===== config.mk =====
export PLATFORM = sky130hd
export DESIGN_NAME = graph_m_coloring_backtrack_core_flat
export DESIGN_NICKNAME = d
export VERILOG_FILES = /design/src/hw/rtl/gmc_pkg.sv /design/src/hw/rtl/gmc_in_if.sv /design/src/hw/rtl/gmc_out_if.sv /design/src/hw/rtl/gmc_useq.sv /design/src/hw/rtl/graph_m_coloring_backtrack_core.sv /design/src/flat_wrapper.sv
export VERILOG_INCLUDE_DIRS = /design/src /design/src/hw/rtl
export SDC_FILE = /design/constraint.sdc
export NUM_CORES = 1
export LEC_CHECK = 0
export ABC_AREA = 1
export ABC_CLOCK_PERIOD_IN_PS = 6900
export BUFFER_PORTS_ARGS = -buffer_cell sky130_fd_sc_hd__buf_4
export CORE_MARGIN = 2
export CORE_UTILIZATION = 50
export DETAILED_ROUTE_END_ITERATION = 8
export GPL_ROUTABILITY_DRIVEN = 1
export GPL_TIMING_DRIVEN = 0
export PLACE_DENSITY = 0.64
export SLEW_MARGIN = 25
export SYNTH_ARGS = -nofsm -noshare
export SYNTH_HDL_FRONTEND = slang
export SYNTH_HIERARCHICAL = 1
export SYNTH_SLANG_ARGS = --single-unit

===== constraint.sdc =====
create_clock -name i_clk -period 6.9 [get_ports i_clk]
set_input_delay 0 -clock i_clk [delete_from_list [all_inputs] [get_ports i_clk]]
set_output_delay 0 -clock i_clk [all_outputs]
set_load 0.01 [all_outputs]

===== src/hw/rtl/graph_m_coloring_backtrack_core_macros.svh =====
// Assertion macros shared by the graph colouring core
`ifndef GRAPH_M_COLORING_BACKTRACK_CORE_MACROS_SVH
`define GRAPH_M_COLORING_BACKTRACK_CORE_MACROS_SVH

// Condition must hold in the same cycle as the trigger
`define GMC_ASSERT_HOLDS(lbl, clk, rst_n, ante, cons, msg) \
    lbl: assert property (@(posedge clk) disable iff (!rst_n) (ante) |-> (cons)) \
        else $error(msg);

// Condition must hold in the cycle after the trigger
`define GMC_ASSERT_NEXT(lbl, clk, rst_n, ante, cons, msg) \
    lbl: assert property (@(posedge clk) disable iff (!rst_n) (ante) |=> (cons)) \
        else $error(msg);

`endif


===== src/hw/rtl/gmc_pkg.sv =====
// Package: widths, microcode codes, control word layout and the microprogram
`default_nettype none

package gmc_pkg;

    // Field and datapath widths
    localparam int NODE_W   = 5;
    localparam int COLOR_W  = 5;
    localparam int TRY_W    = 6;
    localparam int ROW_W    = 16;
    localparam int ROWIDX_W = 4;
    localparam int OUTN_W   = 4;
    localparam int APB_DW   = 32;
    localparam int APB_AW   = 3;

    // Register indexes (paddr[2])
    localparam logic REG_NUM_COLORS = 1'b0;
    localparam logic REG_NUM_NODES  = 1'b1;

    // Operation codes
    localparam logic OP_LOAD   = 1'b0;
    localparam logic OP_SEARCH = 1'b1;

    // Microprogram steps
    localparam int STEP_W = 3;
    localparam logic [STEP_W-1:0] S_IDLE  = 3'd0;
    localparam logic [STEP_W-1:0] S_NODE  = 3'd1;
    localparam logic [STEP_W-1:0] S_RANGE = 3'd2;
    localparam logic [STEP_W-1:0] S_FIT   = 3'd3;
    localparam logic [STEP_W-1:0] S_BACK  = 3'd4;
    localparam logic [STEP_W-1:0] S_EMIT  = 3'd5;
    localparam logic [STEP_W-1:0] S_FAIL  = 3'd6;

    // Jump conditions
    localparam int COND_W = 3;
    localparam logic [COND_W-1:0] C_TRUE    = 3'd0;
    localparam logic [COND_W-1:0] C_SEARCH  = 3'd1;
    localparam logic [COND_W-1:0] C_END     = 3'd2;
    localparam logic [COND_W-1:0] C_OVER    = 3'd3;
    localparam logic [COND_W-1:0] C_FITS    = 3'd4;
    localparam logic [COND_W-1:0] C_VZERO   = 3'd5;
    localparam logic [COND_W-1:0] C_LASTOUT = 3'd6;
    localparam logic [COND_W-1:0] C_SLOT    = 3'd7;

    // Datapath actions
    localparam int ACT_W = 4;
    localparam logic [ACT_W-1:0] A_NONE     = 4'd0;
    localparam logic [ACT_W-1:0] A_START    = 4'd1;
    localparam logic [ACT_W-1:0] A_LOAD_ROW = 4'd2;
    localparam logic [ACT_W-1:0] A_LOAD_C   = 4'd3;
    localparam logic [ACT_W-1:0] A_PLACE    = 4'd4;
    localparam logic [ACT_W-1:0] A_NEXT_C   = 4'd5;
    localparam logic [ACT_W-1:0] A_BACK     = 4'd6;
    localparam logic [ACT_W-1:0] A_CLEAR    = 4'd7;
    localparam logic [ACT_W-1:0] A_ZERO_V   = 4'd8;
    localparam logic [ACT_W-1:0] A_EMIT     = 4'd9;
    localparam logic [ACT_W-1:0] A_FAIL     = 4'd10;

    // Control word: one condition, an action and target for each outcome
    typedef struct packed {
        logic [COND_W-1:0] cond;
        logic [ACT_W-1:0]  act_t;
        logic [STEP_W-1:0] tgt_t;
        logic [ACT_W-1:0]  act_f;
        logic [STEP_W-1:0] tgt_f;
    } t_uword;

    // Status flags from the datapath to the sequencer
    typedef struct packed {
        logic search_req;
        logic at_end;
        logic over;
        logic fits;
        logic v_zero;
        logic last_out;
        logic slot_free;
    } t_flags;

    // Microprogram ROM
    function automatic t_uword ucode(input logic [STEP_W-1:0] step);
        t_uword w;
        case (step)
            S_IDLE:  w = '{C_SEARCH,  A_START,  S_NODE, A_LOAD_ROW, S_IDLE};
            S_NODE:  w = '{C_END,     A_ZERO_V, S_EMIT, A_LOAD_C,   S_RANGE};
            S_RANGE: w = '{C_OVER,    A_NONE,   S_BACK, A_NONE,     S_FIT};
            S_FIT:   w = '{C_FITS,    A_PLACE,  S_NODE, A_NEXT_C,   S_RANGE};
            S_BACK:  w = '{C_VZERO,   A_CLEAR,  S_FAIL, A_BACK,     S_NODE};
            S_EMIT:  w = '{C_LASTOUT, A_EMIT,   S_IDLE, A_EMIT,     S_EMIT};
            S_FAIL:  w = '{C_SLOT,    A_FAIL,   S_IDLE, A_NONE,     S_FAIL};
            default: w = '{C_TRUE,    A_NONE,   S_IDLE, A_NONE,     S_IDLE};
        endcase
        return w;
    endfunction

endpackage

`default_nettype wire


===== src/hw/rtl/gmc_in_if.sv =====
// Input channel: adjacency row loads and search starts
`default_nettype none

interface gmc_in_if import gmc_pkg::*; ();
    logic                valid;
    logic                ready;
    logic                operation;
    logic [ROWIDX_W-1:0] row_index;
    logic [ROW_W-1:0]    row_bits;

    modport source (output valid, output operation, output row_index,
                    output row_bits, input ready);
    modport sink   (input valid, input operation, input row_index,
                    input row_bits, output ready);
endinterface

`default_nettype wire


===== src/hw/rtl/gmc_out_if.sv =====
// Output channel: per-node colours or a failure report
`default_nettype none

interface gmc_out_if import gmc_pkg::*; ();
    logic               valid;
    logic               ready;
    logic [OUTN_W-1:0]  node;
    logic [COLOR_W-1:0] color;
    logic               found;
    logic               last;

    modport source (output valid, output node, output color, output found,
                    output last, input ready);
    modport sink   (input valid, input node, input color, input found,
                    input last, output ready);
endinterface

`default_nettype wire


===== src/hw/rtl/gmc_useq.sv =====
// Microcode sequencer: step counter, control ROM and conditional jumps
`default_nettype none

module gmc_useq import gmc_pkg::*; (
    input  wire logic              i_clk,
    input  wire logic              i_rst_n,
    input  wire t_flags            i_flags,
    output logic [STEP_W-1:0]      o_step,
    output logic [ACT_W-1:0]       o_act
);

    logic [STEP_W-1:0] r_step;
    logic [STEP_W-1:0] n_step;
    t_uword            w_word;
    logic              w_take;

    // Fetch the control word for the current step
    assign w_word = ucode(r_step);

    // Select the jump condition
    always_comb begin
        case (w_word.cond)
            C_TRUE:    w_take = 1'b1;
            C_SEARCH:  w_take = i_flags.search_req;
            C_END:     w_take = i_flags.at_end;
            C_OVER:    w_take = i_flags.over;
            C_FITS:    w_take = i_flags.fits;
            C_VZERO:   w_take = i_flags.v_zero;
            C_LASTOUT: w_take = i_flags.last_out;
            C_SLOT:    w_take = i_flags.slot_free;
            default:   w_take = 1'b1;
        endcase
    end

    // Branch and issue the action
    always_comb begin
        n_step = w_take ? w_word.tgt_t : w_word.tgt_f;
        o_act  = w_take ? w_word.act_t : w_word.act_f;
    end

    // Advance the step counter
    always_ff @(posedge i_clk) begin
        if (!i_rst_n) begin
            r_step <= S_IDLE;
        end else begin
            r_step <= n_step;
        end
    end

    assign o_step = r_step;

endmodule

`default_nettype wire


===== src/hw/rtl/graph_m_coloring_backtrack_core.sv =====
// Graph m-colouring core: adjacency store, backtracking datapath, output register
//
// Input channel i_in: operation 0 loads row_bits as the adjacency row of node
// row_index (rows at or above the node capacity are dropped); operation 1 starts
// a colouring search over nodes 0 .. n-1 (n is num_nodes clamped to 1 .. the
// capacity) with colours 1 .. num_colors. Output channel o_out: on success one
// transaction per node in order with found=1 and last on the final node; on
// failure one transaction with node=0, color=0, found=0, last=1. Registers
// num_colors (0x0) and num_nodes (0x4) sit on the APB port and are to be
// written only while the core is idle; the core does not enforce this.
// A search runs as a microprogram: each node visit, each colour tried (range
// check, then fit check), each backtrack step (the failed range check and the
// step back) and each reported node is a step of the sequencer, so its length
// depends on the graph and may grow exponentially with the node count. The
// neighbour check compares all node colours in parallel, so each trial costs the same.
// A new transaction is taken only when the sequencer is back in its idle step;
// the final result may still wait in the output register while it does.
// A stalled receiver holds the sequencer in its reporting step.
// Reset clears the sequencer, the colour store and the registers (num_colors
// 3, num_nodes 16); adjacency rows hold nothing defined until loaded.
`default_nettype none
`include "graph_m_coloring_backtrack_core_macros.svh"

module graph_m_coloring_backtrack_core import gmc_pkg::*; #(
    parameter int MAX_NODES = 16
) (
    input  wire logic              i_clk,
    input  wire logic              i_rst_n,
    gmc_in_if.sink                 i_in,
    gmc_out_if.source              o_out,
    input  wire logic              psel,
    input  wire logic              penable,
    input  wire logic              pwrite,
    input  wire logic [APB_AW-1:0] paddr,
    input  wire logic [APB_DW-1:0] pwdata,
    output logic [APB_DW-1:0]      prdata,
    output logic                   pready
);

    localparam int ROWS  = (MAX_NODES < ROW_W) ? MAX_NODES : ROW_W;
    localparam int IDX_W = $clog2(ROWS);

    // Storage
    logic [ROW_W-1:0]   r_adj   [ROWS];
    logic [COLOR_W-1:0] r_color [ROWS];

    // Search registers
    logic [NODE_W-1:0]  r_v, n_v;
    logic [TRY_W-1:0]   r_try, n_try;
    logic [NODE_W-1:0]  r_count, n_count;
    logic [COLOR_W-1:0] r_num_colors;
    logic [NODE_W-1:0]  r_num_nodes;

    // Output register
    logic               r_out_valid, n_out_valid;
    logic [OUTN_W-1:0]  r_out_node, n_out_node;
    logic [COLOR_W-1:0] r_out_color, n_out_color;
    logic               r_out_found, n_out_found;
    logic               r_out_last, n_out_last;

    logic [STEP_W-1:0]  w_step;
    logic [ACT_W-1:0]   w_act;
    t_flags             w_flags;
    logic               w_in_acc;
    logic               w_cfg_wr;
    logic [IDX_W-1:0]   w_vidx;
    logic [ROW_W-1:0]   w_row;
    logic               w_hit;
    logic [NODE_W-1:0]  w_clamped;
    logic               w_push;
    logic               w_emit_last;
    logic               w_busy;
    logic               w_placing;
    logic               w_place_ok;
    logic               w_fail_out;
    logic               w_fail_ok;

    // Sequencer
    gmc_useq u_seq (
        .i_clk   (i_clk),
        .i_rst_n (i_rst_n),
        .i_flags (w_flags),
        .o_step  (w_step),
        .o_act   (w_act)
    );

    // Handshakes
    assign i_in.ready = (w_step == S_IDLE);
    assign w_in_acc   = i_in.valid && i_in.ready;
    assign pready     = 1'b1;
    assign w_cfg_wr   = psel && penable && pwrite && pready;

    // Register read back
    always_comb begin
        case (paddr[2])
            REG_NUM_COLORS: prdata = {{(APB_DW-COLOR_W){1'b0}}, r_num_colors};
            REG_NUM_NODES:  prdata = {{(APB_DW-NODE_W){1'b0}}, r_num_nodes};
            default:        prdata = '0;
        endcase
    end

    // Register writes
    always_ff @(posedge i_clk) begin
        if (!i_rst_n) begin
            r_num_colors <= COLOR_W'(3);
            r_num_nodes  <= NODE_W'(16);
        end else if (w_cfg_wr) begin
            case (paddr[2])
                REG_NUM_COLORS: r_num_colors <= pwdata[COLOR_W-1:0];
                REG_NUM_NODES:  r_num_nodes  <= pwdata[NODE_W-1:0];
                default:        ;
            endcase
        end
    end

    // Clamp the node count to 1 .. capacity
    always_comb begin
        if (r_num_nodes == '0) begin
            w_clamped = NODE_W'(1);
        end else if (r_num_nodes > NODE_W'(ROWS)) begin
            w_clamped = NODE_W'(ROWS);
        end else begin
            w_clamped = r_num_nodes;
        end
    end

    // Neighbour check: any neighbour in range holding the trial colour
    assign w_vidx = r_v[IDX_W-1:0];
    assign w_row  = r_adj[w_vidx];

    always_comb begin
        w_hit = 1'b0;
        for (int i = 0; i < ROWS; i++) begin
            if (w_row[i] && (NODE_W'(i) < r_count)
                && ({1'b0, r_color[i]} == r_try)) begin
                w_hit = 1'b1;
            end
        end
    end

    assign w_emit_last = (r_v == (r_count - NODE_W'(1)));

    // Flags for the sequencer
    always_comb begin
        w_flags.search_req = w_in_acc && (i_in.operation == OP_SEARCH);
        w_flags.at_end     = (r_v >= r_count);
        w_flags.over       = (r_try > {1'b0, r_num_colors});
        w_flags.fits       = !w_hit;
        w_flags.v_zero     = (r_v == '0);
        w_flags.slot_free  = !r_out_valid || o_out.ready;
        w_flags.last_out   = w_flags.slot_free && w_emit_last;
    end

    // Datapath actions
    always_comb begin
        n_v         = r_v;
        n_try       = r_try;
        n_count     = r_count;
        n_out_node  = r_out_node;
        n_out_color = r_out_color;
        n_out_found = r_out_found;
        n_out_last  = r_out_last;
        w_push      = 1'b0;
        case (w_act)
            A_START: begin
                n_v     = '0;
                n_count = w_clamped;
            end
            A_LOAD_C: begin
                n_try = {1'b0, r_color[w_vidx]} + TRY_W'(1);
            end
            A_PLACE: begin
                n_v = r_v + NODE_W'(1);
            end
            A_NEXT_C: begin
                n_try = r_try + TRY_W'(1);
            end
            A_BACK: begin
                n_v = r_v - NODE_W'(1);
            end
            A_ZERO_V: begin
                n_v = '0;
            end
            A_EMIT: begin
                if (w_flags.slot_free) begin
                    w_push      = 1'b1;
                    n_out_node  = r_v[OUTN_W-1:0];
                    n_out_color = r_color[w_vidx];
                    n_out_found = 1'b1;
                    n_out_last  = w_emit_last;
                    n_v         = r_v + NODE_W'(1);
                end
            end
            A_FAIL: begin
                if (w_flags.slot_free) begin
                    w_push      = 1'b1;
                    n_out_node  = '0;
                    n_out_color = '0;
                    n_out_found = 1'b0;
                    n_out_last  = 1'b1;
                end
            end
            default: ;
        endcase
        if (w_push) begin
            n_out_valid = 1'b1;
        end else if (o_out.ready) begin
            n_out_valid = 1'b0;
        end else begin
            n_out_valid = r_out_valid;
        end
    end

    // Control registers
    always_ff @(posedge i_clk) begin
        if (!i_rst_n) begin
            r_v         <= '0;
            r_try       <= '0;
            r_count     <= NODE_W'(1);
            r_out_valid <= 1'b0;
        end else begin
            r_v         <= n_v;
            r_try       <= n_try;
            r_count     <= n_count;
            r_out_valid <= n_out_valid;
        end
    end

    // Output payload
    always_ff @(posedge i_clk) begin
        r_out_node  <= n_out_node;
        r_out_color <= n_out_color;
        r_out_found <= n_out_found;
        r_out_last  <= n_out_last;
    end

    // Adjacency rows: load when the row is in range
    always_ff @(posedge i_clk) begin
        if ((w_act == A_LOAD_ROW) && w_in_acc && (i_in.operation == OP_LOAD)
            && ({1'b0, i_in.row_index} < NODE_W'(ROWS))) begin
            r_adj[i_in.row_index[IDX_W-1:0]] <= i_in.row_bits;
        end
    end

    // Colour store: clear on start, place, drop on backtrack
    always_ff @(posedge i_clk) begin
        if (!i_rst_n) begin
            for (int i = 0; i < ROWS; i++) begin
                r_color[i] <= '0;
            end
        end else begin
            case (w_act)
                A_START: begin
                    for (int i = 0; i < ROWS; i++) begin
                        r_color[i] <= '0;
                    end
                end
                A_PLACE:          r_color[w_vidx] <= r_try[COLOR_W-1:0];
                A_BACK, A_CLEAR:  r_color[w_vidx] <= '0;
                default: ;
            endcase
        end
    end

    assign o_out.valid = r_out_valid;
    assign o_out.node  = r_out_node;
    assign o_out.color = r_out_color;
    assign o_out.found = r_out_found;
    assign o_out.last  = r_out_last;

    // Terms for the checks
    assign w_busy     = (w_step != S_IDLE);
    assign w_placing  = (w_act == A_PLACE);
    assign w_place_ok = (r_try != '0) && (r_try <= {1'b0, r_num_colors}) && !w_hit;
    assign w_fail_out = o_out.valid && !o_out.found;
    assign w_fail_ok  = (o_out.color == '0) && o_out.last && (o_out.node == '0);

    // Checks
    `GMC_ASSERT_HOLDS(a_v_in_range, i_clk, i_rst_n, w_busy, (r_v <= r_count), "node past count")
    `GMC_ASSERT_HOLDS(a_place_legal, i_clk, i_rst_n, w_placing, w_place_ok, "illegal colour")
    `GMC_ASSERT_HOLDS(a_push_free, i_clk, i_rst_n, w_push, w_flags.slot_free, "result lost")
    `GMC_ASSERT_HOLDS(a_fail_shape, i_clk, i_rst_n, w_fail_out, w_fail_ok, "bad failure report")
    `GMC_ASSERT_NEXT(a_push_shows, i_clk, i_rst_n, w_push, o_out.valid, "result not presented")

endmodule

`default_nettype wire

===== src/flat_wrapper.sv =====
// flat-port wrapper written by rule: the top's interface ports become plain ports
module graph_m_coloring_backtrack_core_flat import gmc_pkg::*;
#(
    parameter int MAX_NODES = 16
)
  (i_clk, i_rst_n, psel, penable, pwrite, paddr, pwdata, prdata, pready, i_in_valid, i_in_operation, i_in_row_index, i_in_row_bits, i_in_ready, o_out_valid, o_out_node, o_out_color, o_out_found, o_out_last, o_out_ready);
  gmc_in_if i_in_i ();
  gmc_out_if o_out_i ();
  input  wire logic i_clk;
  input  wire logic i_rst_n;
  input  wire logic psel;
  input  wire logic penable;
  input  wire logic pwrite;
  input  wire logic [APB_AW-1:0] paddr;
  input  wire logic [APB_DW-1:0] pwdata;
  output logic [APB_DW-1:0] prdata;
  output logic pready;
  input wire logic [$bits(i_in_i.valid)-1:0] i_in_valid;
  input wire logic [$bits(i_in_i.operation)-1:0] i_in_operation;
  input wire logic [$bits(i_in_i.row_index)-1:0] i_in_row_index;
  input wire logic [$bits(i_in_i.row_bits)-1:0] i_in_row_bits;
  output wire logic [$bits(i_in_i.ready)-1:0] i_in_ready;
  output wire logic [$bits(o_out_i.valid)-1:0] o_out_valid;
  output wire logic [$bits(o_out_i.node)-1:0] o_out_node;
  output wire logic [$bits(o_out_i.color)-1:0] o_out_color;
  output wire logic [$bits(o_out_i.found)-1:0] o_out_found;
  output wire logic [$bits(o_out_i.last)-1:0] o_out_last;
  input wire logic [$bits(o_out_i.ready)-1:0] o_out_ready;
  assign i_in_i.valid = i_in_valid;
  assign i_in_i.operation = i_in_operation;
  assign i_in_i.row_index = i_in_row_index;
  assign i_in_i.row_bits = i_in_row_bits;
  assign i_in_ready = i_in_i.ready;
  assign o_out_valid = o_out_i.valid;
  assign o_out_node = o_out_i.node;
  assign o_out_color = o_out_i.color;
  assign o_out_found = o_out_i.found;
  assign o_out_last = o_out_i.last;
  assign o_out_i.ready = o_out_ready;
  graph_m_coloring_backtrack_core #(.MAX_NODES(MAX_NODES)) u_core (.i_clk(i_clk), .i_rst_n(i_rst_n), .i_in(i_in_i), .o_out(o_out_i), .psel(psel), .penable(penable), .pwrite(pwrite), .paddr(paddr), .pwdata(pwdata), .prdata(prdata), .pready(pready));
endmodule

==> summary.txt <==
Worst setup path
  – Critical Path Sink Type: flop
  – Max incr delay on CP: 910 ps
  – Startpoint class of the critical path: flop
  – Data arrival time of the critical path: 6660 ps
  – Worst path slowest cell: nor4_1
  – Crit Path Class: flop to flop
  – Register-to-register setup slack: 440 ps
  – Critical path fanouts, max: 16
  – Worst endpoint required time: 7100 ps
  – Most common cell type on the critical path: nand2_1
  – Ordered cell list for the critical path: buf_2, inv_1, buf_2, nand2_1, nand4_1, nor4_1, nand3_1, nand2_1, nor2_1, nand2_1, nor2_1, nand4_1, nand2_1, nor2_4, nand2_4, o21bai_1, inv_1, nor2_1, inv_1, nor4_1, nand3_1, nor2_4

STA
  – Hold Fails Final Rpt: 0
  – Maximum clock rate: 0.155 GHz
  – Max-slew violations: 0
  – Worst Hold Slack: 85.8 ps
  – Pin slew with the least headroom to its limit: 1190 ps
  – Time the worst path needs with I/O delays and setup: 6460 ps
  – Final setup slack of the worst path: 440 ps
  – Setup skew after layout: 22.2 ps
  – Period Utilization, post-route: 93.6%
  – Final setup viols: 0
  – RSZ-0062 raised after global routing: false
  – Worst relative slew slack: 19.8%

Pwr
  – Sequential fraction of design power: 39.7%
  – Fraction of power spent switching nets: 36.4%
  – Logic gate share of total power: 31.2%
  – Leakage dissipation: 7.83 nW
  – Total internal power: 0.00463 W
  – Power per cell area: 346 nW/um2
  – Worst supply voltage drop on vdd: 0.000259 V
  – Net switching power: 0.00265 W
  – Clock power frac: 29.0%

Logic synthesis
  – Cells after Synth: 1,819
  – Number of warnings reported in the yosys synthesis log: 6
  – Most frequently used flop master after synthesis: edfxtp_1
  – Number of register bits inferred by synthesis: 381
  – Post-synth EDFFs: 347
  – Cell area after synthesis: 18,200 um2
  – Share of the synthesized area in the top cell type: 57.3%
  – Post-synth top cells: 347 x edfxtp_1, 332 x nor2_1, 271 x nand2_1
  – Synth area leaders: edfxtp_1 57%, nor2_1 6.9%, nand2_1 5.6%, o21ai_0 4.6%, dfxtp_1 3.7%
  – Portion of the post-synthesis area used by sequential elements: 61.1%
  – Number of distinct library cells after synthesis: 51
  – Dominant cell type by area after synthesis: edfxtp_1
  – Mean instance size in the synthesized netlist: 10.0 um2
  – Count leader, synth: edfxtp_1
  – Async set-reset flop share out of synthesis: 0%

Detailed routing
  – Initial DRT Pass Iterations: 6
  – Violation count after the first detailed-route iteration: 1,644
  – Detail-routed net length per standard cell: 24.7 um
  – Detail Route Antenna Nets: 0
  – Total vias in the final route: 14,700
  – Via count normalized by instance count: 5.95
  – DRT Wirelength: 61.0 mm
  – DRC violation count after routing: 0

Final layout
  – Core utilization of the finished layout: 59.0%
  – Number of diodes: 0
  – Number of filler cells placed in the layout: 3,015
  – Final Net Count: 2,052
  – Layout cells sized above 1: 12.1%
  – Area growth from synthesis to layout: 15.7%

Clocking
  – Number of buffers inserted during clock tree synthesis: 41
  – Largest buffer count on any clock path: 3
  – Cell chosen for the clock root: clkbuf_16
  – Clock transition at the registers of the reported paths: 60 ps
  – Setup fix buffers added after clock tree synthesis: 0
  – Clk sinks: 381
  – Clock network latency to the later pin of the worst-skew pair: 580 ps
  – H-tree Lvls: 2
  – CTS tree: done

Floorplan
  – Vert. Die Dim: 195 um
  – Number of standard-cell rows in the floorplan: 69
  – Die area: 37,900 um2
  – DIE WIDTH: 195 um
  – Placeable Area: 35,700 um2
  – Initial core utilization: 51.0%
  – Top Ports: 109

Global routing
  – Overall routing resource usage: 32.3%
  – Wire length of the first global-routing pass: 89.1 mm
  – Gr ovfl total: 0
  – Largest net degree at the start of global routing: 17
  – Number of antenna violations at the first check in global routing: 0
  – Number of global-route vias before repair: 13,800

Placement
  – IO buf count: 50
  – Dpl hpwl: 40.5 mm
  – Final Wtd Congestion: 0.996
  – Placement-stage worst setup slack: 729 ps

Outcome
  – Run status: completed

Run
  – Number of max-cap violations: 0

Worst hold path
  – HP Class: input pin to flop
worst paths after layout:
check / start / endpoint / cells past startpoint
worst max-delay path: u_core/r_try[0]$_SDFFE_PN0P_ / u_core/r_adj[9][0]$_DFFE_PP_ / 22
worst min-delay path: paddr[2] / u_core/r_num_nodes[1]$_SDFFE_PN0P_ / 5
worst max register to register: u_core/r_try[0]$_SDFFE_PN0P_ / u_core/r_adj[9][0]$_DFFE_PP_ / 22
worst min register to register: u_core/r_num_nodes[0]$_SDFFE_PN0P_ / u_core/r_num_nodes[0]$_SDFFE_PN0P_ / 2
layer usage:
| metal | global-route usage (%) | share of wire, % | vias to the layer above |
|---|---|---|---|
| met5 | 0 | 0 | - |
| met4 | 16.6 | 5.3 | 0 |
| met3 | 5.08 | 9.1 | 195 |
| met2 | 52.5 | 47 | 848 |
| met1 | 42.2 | 39 | 7061 |
| li1 | - | - | 6556 |
power groups by stage:
stage | Sequential, W | Clock, W | Combinational (W)
2_1_floorplan | 0.00289 | 0 | 0.00143
5_1_grt | 0.00291 | 0.00223 | 0.00245
3_5_place_dp | 0.00294 | 0 | 0.00219
6_report | 0.00289 | 0.00211 | 0.00227
3_3_place_gp | 0.00294 | 0 | 0.00216
4_1_cts | 0.00289 | 0.00213 | 0.00222
stage by stage:
step           total power [W]  cells  area, um2  setup TNS [ps]
5_1_grt                0.00759   2465      21000               0
3_3_place_gp           0.00509   2356      19200          -20220
4_1_cts                0.00724   2465      21000               0
2_1_floorplan          0.00432   1845      18300               0
3_5_place_dp           0.00513   2359      19400               0
6_report               0.00728   2465      21000               0
layout by cell type (no fill, tap or decap), drive strengths merged, types with 13 or more instances in the layout:
master / netlist / layout
a21oi: 38 / 38
conb: 2 / 28
o211ai: 67 / 67
inv: 140 / 141
ha: 16 / 16
dlygate4sd3: 0 / 31
o22ai: 25 / 25
nor2: 342 / 342
clkinv: 1 / 15
o21ai: 182 / 182
buf: 87 / 140
xor2: 23 / 23
nand4: 13 / 13
nand2: 276 / 276
dfxtp: 34 / 34
xnor2: 14 / 14
edfxtp: 347 / 347
nand3: 122 / 122
clkbuf: 37 / 92
sequential cells by signal, indices dropped and copies added (netlist names), named ones only:
name                 count
u_core/o_out.last        1
u_core/o_out.valid       1
u_core/r_adj           256
u_core/r_color          80
u_core/r_num_colors      5
u_core/u_seq/o_step      2
u_core/r_count           5
u_core/r_try             6
u_core/o_out.found       1
u_core/r_v               5
u_core/r_num_nodes       5
u_core/o_out.node        4
u_core/o_out.color       5
what timing repair did:
action                                 4_1_cts  5_1_grt
setup endpoints to repair                    0        0
hold buffers                                31        0
endpoints found under the hold margin      280        0
gates resized for setup                      0        0
critical path: cells and delay by family, from the launching register on:
kind | cells | cell delay, ps
AO/OA/AOI/OAI | 1 | 320
flip-flops | 1 | 300
AND/OR/NAND/NOR | 16 | 4270
buffers and inverters | 5 | 1150
cell type report:
class | instances | area, um2 | area share, %
clock inverters | 20 | 183 | 0.868
repair buffers | 84 | 768 | 3.65
multi-input cells | 1199 | 6040 | 28.7
clock buffers | 55 | 1100 | 5.23
plain buffers | 124 | 731 | 3.47
inverters | 141 | 539 | 2.56
flip-flops and latches | 381 | 11100 | 52.8
well taps | 461 | 577 | 2.74
kinds of logic after synthesis:
kind of cell,after synthesis,share of synthesized area [%]
buffers and inverters,265,6.98
AOI/OAI and AO/OA,339,11.0
and+or+nand+nor,778,17.9
DFF,381,61.1
xor gates and xnor gates,37,1.78
adders and majority gates,17,1.21
other,2,0.0413
Note: power is estimated with default switching activity, not from simulation.
